<file path="src/hdl/rail_fence_transposer_macros.svh">
// ----------------------------------------------------------------------------
// Rail fence transposer assertion macros
// Concurrent assertion helpers that vanish from synthesis builds.
// ----------------------------------------------------------------------------
`ifndef RAIL_FENCE_TRANSPOSER_MACROS_SVH
`define RAIL_FENCE_TRANSPOSER_MACROS_SVH

`ifndef SYNTHESIS
// The consequent must hold in the same cycle as the antecedent.
`define RFT_ASSERT_IMP(lbl, clk, rstn, ante, cons) \
  lbl: assert property (@(posedge clk) disable iff (!rstn) (ante) |-> (cons)) \
    else $error("assertion failed");
// The consequent must hold in the cycle after the antecedent.
`define RFT_ASSERT_NXT(lbl, clk, rstn, ante, cons) \
  lbl: assert property (@(posedge clk) disable iff (!rstn) (ante) |=> (cons)) \
    else $error("assertion failed");
`else
`define RFT_ASSERT_IMP(lbl, clk, rstn, ante, cons)
`define RFT_ASSERT_NXT(lbl, clk, rstn, ante, cons)
`endif

`endif

</file>
<file path="src/hdl/rft_pkg.sv">
// ----------------------------------------------------------------------------
// Rail fence transposer package
// Widths, register map, reset values and controller/datapath bundles.
// ----------------------------------------------------------------------------
package rft_pkg;

  localparam int MAX_LEN_DEF = 64;
  localparam int SYM_W       = 8;
  localparam int RAIL_W      = 7;
  localparam int DATA_W      = 32;
  localparam int ADDR_W      = 3;

  // Register indexes (byte address divided by four).
  localparam logic REG_RAIL_COUNT  = 1'b0;
  localparam logic REG_DECODE_MODE = 1'b1;

  localparam logic [RAIL_W-1:0] RAIL_COUNT_RST  = 7'd2;
  localparam logic              DECODE_MODE_RST = 1'b0;

  typedef struct packed {
    logic load;        // store an accepted request
    logic perm_start;  // initialise the position walk
    logic perm_en;     // run the position walk
    logic emit_en;     // stream the result store out
    logic clear;       // message finished, empty the buffer
  } cmd_t;

  typedef struct packed {
    logic perm_done;
    logic wr_busy;
    logic emit_done;
  } sts_t;

endpackage

</file>
<file path="src/hdl/rft_in_if.sv">
// ----------------------------------------------------------------------------
// Rail fence transposer input channel
// Valid/ready channel carrying one message byte and its last marker.
// ----------------------------------------------------------------------------
interface rft_in_if import rft_pkg::*; ();
  logic             valid;
  logic             ready;
  logic [SYM_W-1:0] symbol;
  logic             is_last;

  modport source (output valid, output symbol, output is_last, input ready);
  modport sink   (input valid, input symbol, input is_last, output ready);
endinterface

</file>
<file path="src/hdl/rft_out_if.sv">
// ----------------------------------------------------------------------------
// Rail fence transposer output channel
// Valid/ready channel carrying one transposed byte with its flags.
// ----------------------------------------------------------------------------
interface rft_out_if import rft_pkg::*; ();
  logic             valid;
  logic             ready;
  logic [SYM_W-1:0] out_symbol;
  logic             out_last;
  logic             truncated;

  modport source (output valid, output out_symbol, output out_last, output truncated,
                  input ready);
  modport sink   (input valid, input out_symbol, input out_last, input truncated,
                  output ready);
endinterface

</file>
<file path="src/hdl/rft_cfg.sv">
// ----------------------------------------------------------------------------
// Rail fence transposer register block
// APB-style register file holding the rail count and the mode bit.
// ----------------------------------------------------------------------------
module rft_cfg import rft_pkg::*; (
  input  logic              clk_i,
  input  logic              rst_ni,
  input  logic              psel_i,
  input  logic              penable_i,
  input  logic              pwrite_i,
  input  logic [ADDR_W-1:0] paddr_i,
  input  logic [DATA_W-1:0] pwdata_i,
  output logic [DATA_W-1:0] prdata_o,
  output logic              pready_o,
  output logic [RAIL_W-1:0] rail_count_o,
  output logic              decode_mode_o
);

  logic [RAIL_W-1:0] rail_q;
  logic              decode_q;
  logic              wr_en;
  logic              reg_idx;

  assign pready_o = 1'b1;
  assign wr_en    = psel_i && penable_i && pwrite_i;
  assign reg_idx  = paddr_i[2];

  always_ff @(posedge clk_i or negedge rst_ni) begin
    if (!rst_ni) begin
      rail_q   <= RAIL_COUNT_RST;
      decode_q <= DECODE_MODE_RST;
    end else if (wr_en) begin
      unique case (reg_idx)
        REG_RAIL_COUNT:  rail_q   <= pwdata_i[RAIL_W-1:0];
        REG_DECODE_MODE: decode_q <= pwdata_i[0];
        default: ;
      endcase
    end
  end

  always_comb begin
    unique case (reg_idx)
      REG_RAIL_COUNT:  prdata_o = DATA_W'(rail_q);
      REG_DECODE_MODE: prdata_o = DATA_W'(decode_q);
      default:         prdata_o = '0;
    endcase
  end

  assign rail_count_o  = rail_q;
  assign decode_mode_o = decode_q;

endmodule

</file>
<file path="src/hdl/rft_ctrl.sv">
// ----------------------------------------------------------------------------
// Rail fence transposer controller
// Sequences loading, permutation, write drain and emission of a message.
// ----------------------------------------------------------------------------
module rft_ctrl import rft_pkg::*; (
  input  logic clk_i,
  input  logic rst_ni,
  input  logic in_valid_i,
  input  logic in_is_last_i,
  output logic in_ready_o,
  input  sts_t sts_i,
  output cmd_t cmd_o
);

  typedef enum logic [1:0] {
    ST_LOAD,
    ST_PERM,
    ST_DRAIN,
    ST_EMIT
  } state_e;

  state_e state_q, state_d;
  logic   in_fire;

  assign in_ready_o = (state_q == ST_LOAD);
  assign in_fire    = in_valid_i && in_ready_o;

  always_comb begin
    state_d         = state_q;
    cmd_o           = '0;
    unique case (state_q)
      ST_LOAD: begin
        cmd_o.load = in_fire;
        if (in_fire && in_is_last_i) begin
          cmd_o.perm_start = 1'b1;
          state_d          = ST_PERM;
        end
      end
      ST_PERM: begin
        cmd_o.perm_en = 1'b1;
        if (sts_i.perm_done) state_d = ST_DRAIN;
      end
      ST_DRAIN: begin
        // The last result store write must land before it is read back.
        if (!sts_i.wr_busy) state_d = ST_EMIT;
      end
      ST_EMIT: begin
        cmd_o.emit_en = 1'b1;
        if (sts_i.emit_done) begin
          cmd_o.clear = 1'b1;
          state_d     = ST_LOAD;
        end
      end
      default: state_d = ST_LOAD;
    endcase
  end

  always_ff @(posedge clk_i or negedge rst_ni) begin
    if (!rst_ni) begin
      state_q <= ST_LOAD;
    end else begin
      state_q <= state_d;
    end
  end

endmodule

</file>
<file path="src/hdl/rft_datapath.sv">
// ----------------------------------------------------------------------------
// Rail fence transposer datapath
// Message and result stores, zigzag position walk and output register.
// ----------------------------------------------------------------------------
module rft_datapath import rft_pkg::*; #(
  parameter int MAX_LEN = MAX_LEN_DEF
) (
  input  logic              clk_i,
  input  logic              rst_ni,
  input  cmd_t              cmd_i,
  output sts_t              sts_o,
  input  logic [RAIL_W-1:0] rail_count_i,
  input  logic              decode_mode_i,
  input  logic [SYM_W-1:0]  symbol_i,
  input  logic              out_ready_i,
  output logic              out_valid_o,
  output logic [SYM_W-1:0]  out_symbol_o,
  output logic              out_last_o,
  output logic              truncated_o
);

  localparam int AW = $clog2(MAX_LEN);
  localparam int LW = $clog2(MAX_LEN + 1);
  localparam int PW = AW + 2;
  localparam int CW = RAIL_W + LW;

  logic [SYM_W-1:0] msg_mem [MAX_LEN];
  logic [SYM_W-1:0] res_mem [MAX_LEN];

  logic [LW-1:0] fill_q, fill_d;
  logic          ovf_q, ovf_d;

  // Position walk state.
  logic [PW-1:0] rail_q, rail_d;
  logic [PW-1:0] pos_q, pos_d;
  logic [PW-1:0] step_q, step_d;
  logic [LW-1:0] rank_q, rank_d;

  logic          ident;
  logic [PW-1:0] rails_p, period, step_eff, rail_nxt;
  logic          issue;
  logic [AW-1:0] src_addr, dst_addr;

  logic          wr_v_q;
  logic [AW-1:0] wr_addr_q;
  logic [SYM_W-1:0] msg_rd_q;

  logic [LW-1:0] emit_cnt_q;
  logic          rd_fire;
  logic          out_v_q;
  logic [SYM_W-1:0] res_rd_q;
  logic          out_last_q, trunc_q;

  // ---- Buffer fill -------------------------------------------------------
  always_comb begin
    fill_d = fill_q;
    ovf_d  = ovf_q;
    if (cmd_i.load) begin
      if (fill_q < LW'(MAX_LEN)) fill_d = fill_q + LW'(1);
      else                        ovf_d  = 1'b1;
    end
    if (cmd_i.clear) begin
      fill_d = '0;
      ovf_d  = 1'b0;
    end
  end

  always_ff @(posedge clk_i) begin
    if (cmd_i.load && (fill_q < LW'(MAX_LEN))) msg_mem[fill_q[AW-1:0]] <= symbol_i;
  end

  // ---- Zigzag walk -------------------------------------------------------
  // At most one rail, or at least as many rails as bytes, leaves the message as it is.
  assign ident    = (rail_count_i <= RAIL_W'(1)) || (CW'(rail_count_i) >= CW'(fill_q));
  assign rails_p  = PW'(rail_count_i);
  assign period   = (rails_p - PW'(1)) << 1;
  assign step_eff = (step_q == '0) ? period : step_q;
  assign rail_nxt = rail_q + PW'(1);

  assign issue = cmd_i.perm_en && (rank_q != fill_q) && (ident || (pos_q < PW'(fill_q)));

  always_comb begin
    if (ident) begin
      src_addr = rank_q[AW-1:0];
      dst_addr = rank_q[AW-1:0];
    end else if (decode_mode_i) begin
      src_addr = rank_q[AW-1:0];
      dst_addr = pos_q[AW-1:0];
    end else begin
      src_addr = pos_q[AW-1:0];
      dst_addr = rank_q[AW-1:0];
    end
  end

  always_comb begin
    rail_d = rail_q;
    pos_d  = pos_q;
    step_d = step_q;
    rank_d = rank_q;
    if (cmd_i.perm_start) begin
      rail_d = '0;
      pos_d  = '0;
      step_d = period;
      rank_d = '0;
    end else if (issue) begin
      rank_d = rank_q + LW'(1);
      pos_d  = pos_q + step_eff;
      step_d = period - step_eff;
    end else if (cmd_i.perm_en && (rank_q != fill_q)) begin
      // Walked off the end of this rail: start on the next one.
      rail_d = rail_nxt;
      pos_d  = rail_nxt;
      step_d = period - (rail_nxt << 1);
    end
  end

  always_ff @(posedge clk_i) begin
    if (issue) begin
      msg_rd_q  <= msg_mem[src_addr];
      wr_addr_q <= dst_addr;
    end
  end

  always_ff @(posedge clk_i) begin
    if (wr_v_q) res_mem[wr_addr_q] <= msg_rd_q;
  end

  // ---- Emission ----------------------------------------------------------
  assign rd_fire = cmd_i.emit_en && (emit_cnt_q != fill_q) && (!out_v_q || out_ready_i);

  always_ff @(posedge clk_i) begin
    if (rd_fire) begin
      res_rd_q   <= res_mem[emit_cnt_q[AW-1:0]];
      out_last_q <= (emit_cnt_q + LW'(1)) == fill_q;
      trunc_q    <= ovf_q;
    end
  end

  always_ff @(posedge clk_i or negedge rst_ni) begin
    if (!rst_ni) begin
      fill_q     <= '0;
      ovf_q      <= 1'b0;
      rail_q     <= '0;
      pos_q      <= '0;
      step_q     <= '0;
      rank_q     <= '0;
      wr_v_q     <= 1'b0;
      emit_cnt_q <= '0;
      out_v_q    <= 1'b0;
    end else begin
      fill_q <= fill_d;
      ovf_q  <= ovf_d;
      rail_q <= rail_d;
      pos_q  <= pos_d;
      step_q <= step_d;
      rank_q <= rank_d;
      wr_v_q <= issue;
      if (cmd_i.perm_start)  emit_cnt_q <= '0;
      else if (rd_fire)      emit_cnt_q <= emit_cnt_q + LW'(1);
      if (rd_fire)           out_v_q <= 1'b1;
      else if (out_ready_i)  out_v_q <= 1'b0;
    end
  end

  assign sts_o.perm_done = (rank_q == fill_q);
  assign sts_o.wr_busy   = wr_v_q;
  assign sts_o.emit_done = (emit_cnt_q == fill_q) && !out_v_q;

  assign out_valid_o  = out_v_q;
  assign out_symbol_o = res_rd_q;
  assign out_last_o   = out_last_q;
  assign truncated_o  = trunc_q;

endmodule

</file>
<file path="src/hdl/rail_fence_transposer.sv">
// Operation: stored bytes load at one per cycle while the input is open; after the last byte
// the zigzag walk visits each position rail by rail, the last result store write lands, and
// then results follow one per cycle while the output is not stalled. Messages do not overlap:
// the input reopens only after the last result of a message has gone out.
// Reset clears the controller, counters, overflow and valid flags and registers (rails 2, encode), not the stores.
// ----------------------------------------------------------------------------
// Rail fence transposer
// Buffers a message and emits its rail fence encoding or decoding.
// ----------------------------------------------------------------------------
`include "rail_fence_transposer_macros.svh"

module rail_fence_transposer import rft_pkg::*; #(
  parameter int MAX_LEN = MAX_LEN_DEF
) (
  input  logic              clk_i,
  input  logic              rst_ni,
  input  logic              psel,
  input  logic              penable,
  input  logic              pwrite,
  input  logic [ADDR_W-1:0] paddr,
  input  logic [DATA_W-1:0] pwdata,
  output logic [DATA_W-1:0] prdata,
  output logic              pready,
  rft_in_if.sink            in_i,
  rft_out_if.source         out_o
);

  cmd_t              cmd;
  sts_t              sts;
  logic [RAIL_W-1:0] rail_count;
  logic              decode_mode;

  rft_cfg u_cfg (
    .clk_i         (clk_i),
    .rst_ni        (rst_ni),
    .psel_i        (psel),
    .penable_i     (penable),
    .pwrite_i      (pwrite),
    .paddr_i       (paddr),
    .pwdata_i      (pwdata),
    .prdata_o      (prdata),
    .pready_o      (pready),
    .rail_count_o  (rail_count),
    .decode_mode_o (decode_mode)
  );

  rft_ctrl u_ctrl (
    .clk_i        (clk_i),
    .rst_ni       (rst_ni),
    .in_valid_i   (in_i.valid),
    .in_is_last_i (in_i.is_last),
    .in_ready_o   (in_i.ready),
    .sts_i        (sts),
    .cmd_o        (cmd)
  );

  rft_datapath #(
    .MAX_LEN (MAX_LEN)
  ) u_dp (
    .clk_i         (clk_i),
    .rst_ni        (rst_ni),
    .cmd_i         (cmd),
    .sts_o         (sts),
    .rail_count_i  (rail_count),
    .decode_mode_i (decode_mode),
    .symbol_i      (in_i.symbol),
    .out_ready_i   (out_o.ready),
    .out_valid_o   (out_o.valid),
    .out_symbol_o  (out_o.out_symbol),
    .out_last_o    (out_o.out_last),
    .truncated_o   (out_o.truncated)
  );

  // Loading and emission never overlap.
  `RFT_ASSERT_IMP(a_no_overlap, clk_i, rst_ni, in_i.ready, !out_o.valid)
  // A last byte accepted ends loading until the message has gone out.
  `RFT_ASSERT_NXT(a_last_stops_load, clk_i, rst_ni,
                  in_i.valid && in_i.ready && in_i.is_last, !in_i.ready)
  // Nothing follows the final result of a message.
  `RFT_ASSERT_NXT(a_last_ends_burst, clk_i, rst_ni,
                  out_o.valid && out_o.ready && out_o.out_last, !out_o.valid)

endmodule
</file>
<file path="src/flat_wrapper.sv">
// flat-port wrapper written by rule: the top's interface ports become plain ports
module rail_fence_transposer_flat import rft_pkg::*;
#(
  parameter int MAX_LEN = MAX_LEN_DEF
)
  (clk_i, rst_ni, psel, penable, pwrite, paddr, pwdata, prdata, pready, in_i_valid, in_i_symbol, in_i_is_last, in_i_ready, out_o_valid, out_o_out_symbol, out_o_out_last, out_o_truncated, out_o_ready);
  rft_in_if in_i_i ();
  rft_out_if out_o_i ();
  input  logic clk_i;
  input  logic rst_ni;
  input  logic psel;
  input  logic penable;
  input  logic pwrite;
  input  logic [ADDR_W-1:0] paddr;
  input  logic [DATA_W-1:0] pwdata;
  output logic [DATA_W-1:0] prdata;
  output logic pready;
  input wire logic [$bits(in_i_i.valid)-1:0] in_i_valid;
  input wire logic [$bits(in_i_i.symbol)-1:0] in_i_symbol;
  input wire logic [$bits(in_i_i.is_last)-1:0] in_i_is_last;
  output wire logic [$bits(in_i_i.ready)-1:0] in_i_ready;
  output wire logic [$bits(out_o_i.valid)-1:0] out_o_valid;
  output wire logic [$bits(out_o_i.out_symbol)-1:0] out_o_out_symbol;
  output wire logic [$bits(out_o_i.out_last)-1:0] out_o_out_last;
  output wire logic [$bits(out_o_i.truncated)-1:0] out_o_truncated;
  input wire logic [$bits(out_o_i.ready)-1:0] out_o_ready;
  assign in_i_i.valid = in_i_valid;
  assign in_i_i.symbol = in_i_symbol;
  assign in_i_i.is_last = in_i_is_last;
  assign in_i_ready = in_i_i.ready;
  assign out_o_valid = out_o_i.valid;
  assign out_o_out_symbol = out_o_i.out_symbol;
  assign out_o_out_last = out_o_i.out_last;
  assign out_o_truncated = out_o_i.truncated;
  assign out_o_i.ready = out_o_ready;
  rail_fence_transposer #(.MAX_LEN(MAX_LEN)) u_core (.clk_i(clk_i), .rst_ni(rst_ni), .psel(psel), .penable(penable), .pwrite(pwrite), .paddr(paddr), .pwdata(pwdata), .prdata(prdata), .pready(pready), .in_i(in_i_i), .out_o(out_o_i));
endmodule
</file>
<file path="config.mk">
export PLATFORM = sky130hd
export DESIGN_NAME = rail_fence_transposer_flat
export DESIGN_NICKNAME = d
export VERILOG_FILES = /design/src/hdl/rft_pkg.sv /design/src/hdl/rft_in_if.sv /design/src/hdl/rft_out_if.sv /design/src/hdl/rft_cfg.sv /design/src/hdl/rft_ctrl.sv /design/src/hdl/rft_datapath.sv /design/src/hdl/rail_fence_transposer.sv /design/src/flat_wrapper.sv
export VERILOG_INCLUDE_DIRS = /design/src /design/src/hdl
export SDC_FILE = /design/constraint.sdc
export NUM_CORES = 1
export LEC_CHECK = 0
export BUFFER_PORTS_ARGS = -buffer_cell sky130_fd_sc_hd__clkbuf_2
export CAP_MARGIN = 20
export CORE_AREA = 2 2 256 384
export DETAILED_ROUTE_END_ITERATION = 8
export DIE_AREA = 0 0 258 386
export GPL_TIMING_DRIVEN = 0
export HOLD_SLACK_MARGIN = 0.06
export SYNTH_ARGS = -nofsm -noshare
export SYNTH_HDL_FRONTEND = slang
export SYNTH_SLANG_ARGS = --single-unit
</file>
<file path="constraint.sdc">
create_clock -name clk_i -period 6.6 [get_ports clk_i]
set_clock_uncertainty 0.2 [all_clocks]
set_input_delay 0.33 -clock clk_i [delete_from_list [all_inputs] [get_ports clk_i]]
set_output_delay 0.33 -clock clk_i [all_outputs]
set_load 0.02 [all_outputs]
</file>
==> metrics.txt <==
run status complete, no violations; synthesized-area fraction occupied by ao, oa, aoi and oai cells 7.357%; worst ir drop on vdd 0.0002873 V; fin. max-slew vios 0; net switching power figure just under 8 mW; overall global routing resource usage roughly 26%; synthesized area divided by synthesized cell count 15.90 µm²; antenna violation net count after detailed routing 0; CP Class flop to flop; instance count of the mapped netlist 2943; main combinational cell family by area after synthesis multiplexers; worst-case clock buffer depth 3; layout net count 3262; Primary FF master, synth edfxtp_1; WL/cell 27.84 µm; number of global-route vias before repair 27860; H-Tree Depth 3; register bit count reported by yosys 1106; share of the core filled with cells between 50% and 60%; count of flip-flops with a built-in enable after synthesis 1048; Required @ worst endpoint 6.79 ns; count of cells along the worst register-to-register path 14; Post-synth ARST share 5.244%; number of cells on the worst hold path 1; share of synthesized cell area in full adder, half adder and majority cells under 10%; setup repair after global routing missed its margin no; classification of the worst-slack hold path input port to flop; share of synthesized area occupied by flip-flops and latches a little over two thirds; clock tree root driver cell clkbuf_16; Num CTS Buffers 102; chip height 386 µm; total of buffers placed on input and output ports 41; Core Area about 0.097 mm²; total standard cell area after synthesis 0.04680 mm²; Comb power frac 34.3%; I/O pin count 96; Area after DPL between 0.04 and 0.05 mm²; CTS tree built; Resized cells post-CTS 0; Final Hold Violating Endpoints 0; Cell Count Post-Placement 4315; n_diodes 0; largest fanout on the critical path 10; final-report setup violation count 0; Worst Setup Start Kind flop; die width roughly 260 µm; maximum number of pins on one net before global-route repair 65; clock-pin slew reported for the worst setup and hold paths after clock tree synthesis approximately 0.06 ns; count of TritonRoute iterations in the first routing pass 6; first-iteration detailed-routing DRC count roughly 2300; part of the cycle the worst path needs 89.45%; Static Leak 17.26 nW; number of distinct library cells after synthesis 73; Clk network pwr share 27.0%; area of all placed cells without fillers between 0.05 and 0.06 mm²; global-route wire length before repair between 150000 and 200000 µm; floorplan die area 0.09959 mm²; max-slew headroom at the worst pin 24.44%; area share of and/or/nand/nor cells after synthesis 7.095%; final hold slack 0.1010 ns; slack of the worst reg-to-reg path 0.70 ns; fraction of power spent switching nets 34.20%; number of rows in the core area 140; RD Place Congestion 0.9688; Skew-Pair Late Insertion Delay 0.70 ns; initial core utilization 48.49%; sequential group share of total power 38.7%; Max Cap Viol 0; growth of design area from synthesis to finish 13.50%; number of antenna violations at the first check in global routing 1; layout cells sized above 1 between 10% and 20%; detailed-route vias per instance 6.037; post-detailed-route DRC marker count 0; Power Internal 15.03 mW; Sinks on Clock Net approximately 1100; vias post-DR 27341; final total negative setup slack 0 ns; Non-Filler Instances 4529; remaining global-route overflow 0; arrival time at the worst endpoint 6.10 ns; maximum achievable frequency 169.4 MHz; Yosys warning total 0; number of filler cells placed in the layout 7635; xor-xnor portion of the synthesized cell area 1.216%; transition time of the tightest slew-check pin around 1.1 ns; endpoint kind of the worst setup timing path flop; mux share of post-synthesis cell area 10.35%; Final HPWL DP 88750 µm; final routed wirelength across all metal layers 126100 µm; power per cell area 430.1 mW/mm²; min cycle time layout 5.904 ns
power groups by stage:
stage                     clock [mW]  sequential, mW  combinational [mW]
final                           6.16            8.84                7.85
after global routing            6.51            8.88                8.33
after CTS                       6.24            8.87                7.79
after detailed placement           0            9.01                7.73
after global placement             0            9.34                6.94
after floorplan                    0            9.04                4.59
stage by stage:
stage | setup slack (ns) | power (mW)
floorplan | 2.705 | 13.63
global placement | 0.8364 | 16.28
detailed placement | 0.7607 | 16.74
CTS | 0.7380 | 22.90
global route | 0.5394 | 23.72
finish | 0.6962 | 22.85
layout make-up:
type                    count  area (µm²)  share of cell area, %
flip-flops and latches   1106       32920                  61.98
multi-input cells        1610       12870                  24.24
clock buffers             125        2701                  5.086
well taps                1278        1599                  3.010
repair buffers             95        1142                  2.151
plain buffers             217       980.9                  1.847
clock inverters            64       770.7                  1.451
inverters                  34       127.6                 0.2403
flip-flops by register name, summed over array words and instances (netlist names), 2 cells and up:
name and cells:
u_core.u_cfg.rail_count_o 7, u_core.u_ctrl.state_q 2, u_core.u_dp.emit_cnt_q 7, u_core.u_dp.fill_q 7, u_core.u_dp.msg_mem 512, u_core.u_dp.msg_rd_q 8, u_core.u_dp.out_symbol_o 8, u_core.u_dp.pos_q 8
u_core.u_dp.rail_q 8, u_core.u_dp.rank_q 7, u_core.u_dp.res_mem 512, u_core.u_dp.step_q 8, u_core.u_dp.wr_addr_q 6
synthesized netlist by cell type (all sizes together), types with 5 or more instances:
cell type  count  area share [%]
edfxtp      1048              67
nor2         213             1.7
nand2        187             1.5
mux4         168             8.1
clkbuf       139             1.1
o21ai        124             1.3
a21oi        115             1.2
nand3        107             1.1
buf           78            0.98
nand2b        73            0.98
mux2          63             1.5
dfrtp         57             3.0
a211oi        43            0.69
ha            42             1.1
o2111ai       40            0.75
xnor2         40            0.75
and3          37            0.49
mux2i         35            0.75
inv           34            0.27
a211o         33            0.62
a22oi         33            0.53
a32oi         32            0.60
xor2          25            0.47
o22ai         19            0.25
nor2b         17            0.23
nor3          17            0.23
a21o          12            0.19
nor4          11            0.15
a2111oi        9            0.17
and4           9            0.17
nand4          9            0.12
a2111o         8            0.19
a31oi          8            0.15
o2bb2a         8            0.17
o211ai         6           0.096
or3            5           0.067
logic make-up (layout without fill, tap and decap cells):
| logic type | after synthesis | count (layout) |
|---|---|---|
| adders and majority gates | 45 | 45 |
| xor gates and xnor gates | 65 | 65 |
| buffers and inverters | 251 | 535 |
| AOI/OAI and AO/OA | 507 | 507 |
| and+or+nand+nor | 701 | 701 |
| DFF | 1106 | 1106 |
| muxes | 266 | 266 |
| other | 2 | 26 |
layer usage:
layer | wire (µm) | GRT usage, % | up-vias
li1 | - | - | 11993
met3 | 6155 | 2.978 | 288
met2 | 67480 | 46.66 | 959
met1 | 45100 | 29.09 | 14099
met4 | 7365 | 14.24 | 2
met5 | 8 | 0 | -
path summary, 6_finish.rpt:
kind,startpoint,to
worst min-delay path,in_i_symbol[6],u_core.u_dp.msg_mem[53][6]
worst min register to register,u_core.u_dp.ovf_q,u_core.u_dp.truncated_o
worst max-delay path,u_core.u_dp.fill_q[4],u_core.u_dp.msg_rd_q[1]
worst max register to register,u_core.u_dp.fill_q[4],u_core.u_dp.msg_rd_q[1]
max in group asynchronous,rst_ni,u_core.u_dp.emit_cnt_q[4]
min in group asynchronous,rst_ni,u_core.u_dp.rail_q[0]
layout by cell type (no fill, tap or decap), types with 15 or more instances in the layout:
cell type	n
ha_1	42
o21ai_0	114
a32oi_1	32
a211oi_1	43
mux2_1	16
buf_2	19
dlygate4sd3_1	23
clkinv_2	15
o2111ai_1	40
clkbuf_16	104
xor2_1	25
a211o_1	33
clkbuf_2	33
nand3_1	107
xnor2_1	40
clkinv_1	21
nand2b_1	73
nand2_1	187
buf_16	20
buf_4	38
o22ai_1	19
a21oi_1	114
and3_1	37
inv_1	34
a22oi_1	33
dfrtp_1	57
mux2_2	47
edfxtp_1	1048
conb_1	26
nor2b_1	17
nor2_1	210
mux4_2	168
buf_1	23
bufinv_16	17
nor3_1	15
mux2i_1	35
clkbuf_1	158
repair_timing:
action	CTS	global route
hold buffers	23	0
setup buffers	0	0
hold endpoints to repair	182	0
worst max-delay path, stage by stage (launching register included):
cell       delay, ns
dfrtp_1         0.33
clkbuf_1        0.43
inv_1           0.34
ha_1            0.40
a21o_1          0.19
a221o_1         0.37
nor3_4          0.36
clkbuf_1        0.56
a211oi_1        0.21
a31oi_2         0.62
buf_2           0.39
a21oi_1         0.09
a2111oi_0       0.53
o2bb2a_1        0.34
o2111ai_1       0.22
No activity file was read; power rests on OpenSTA's default activity.
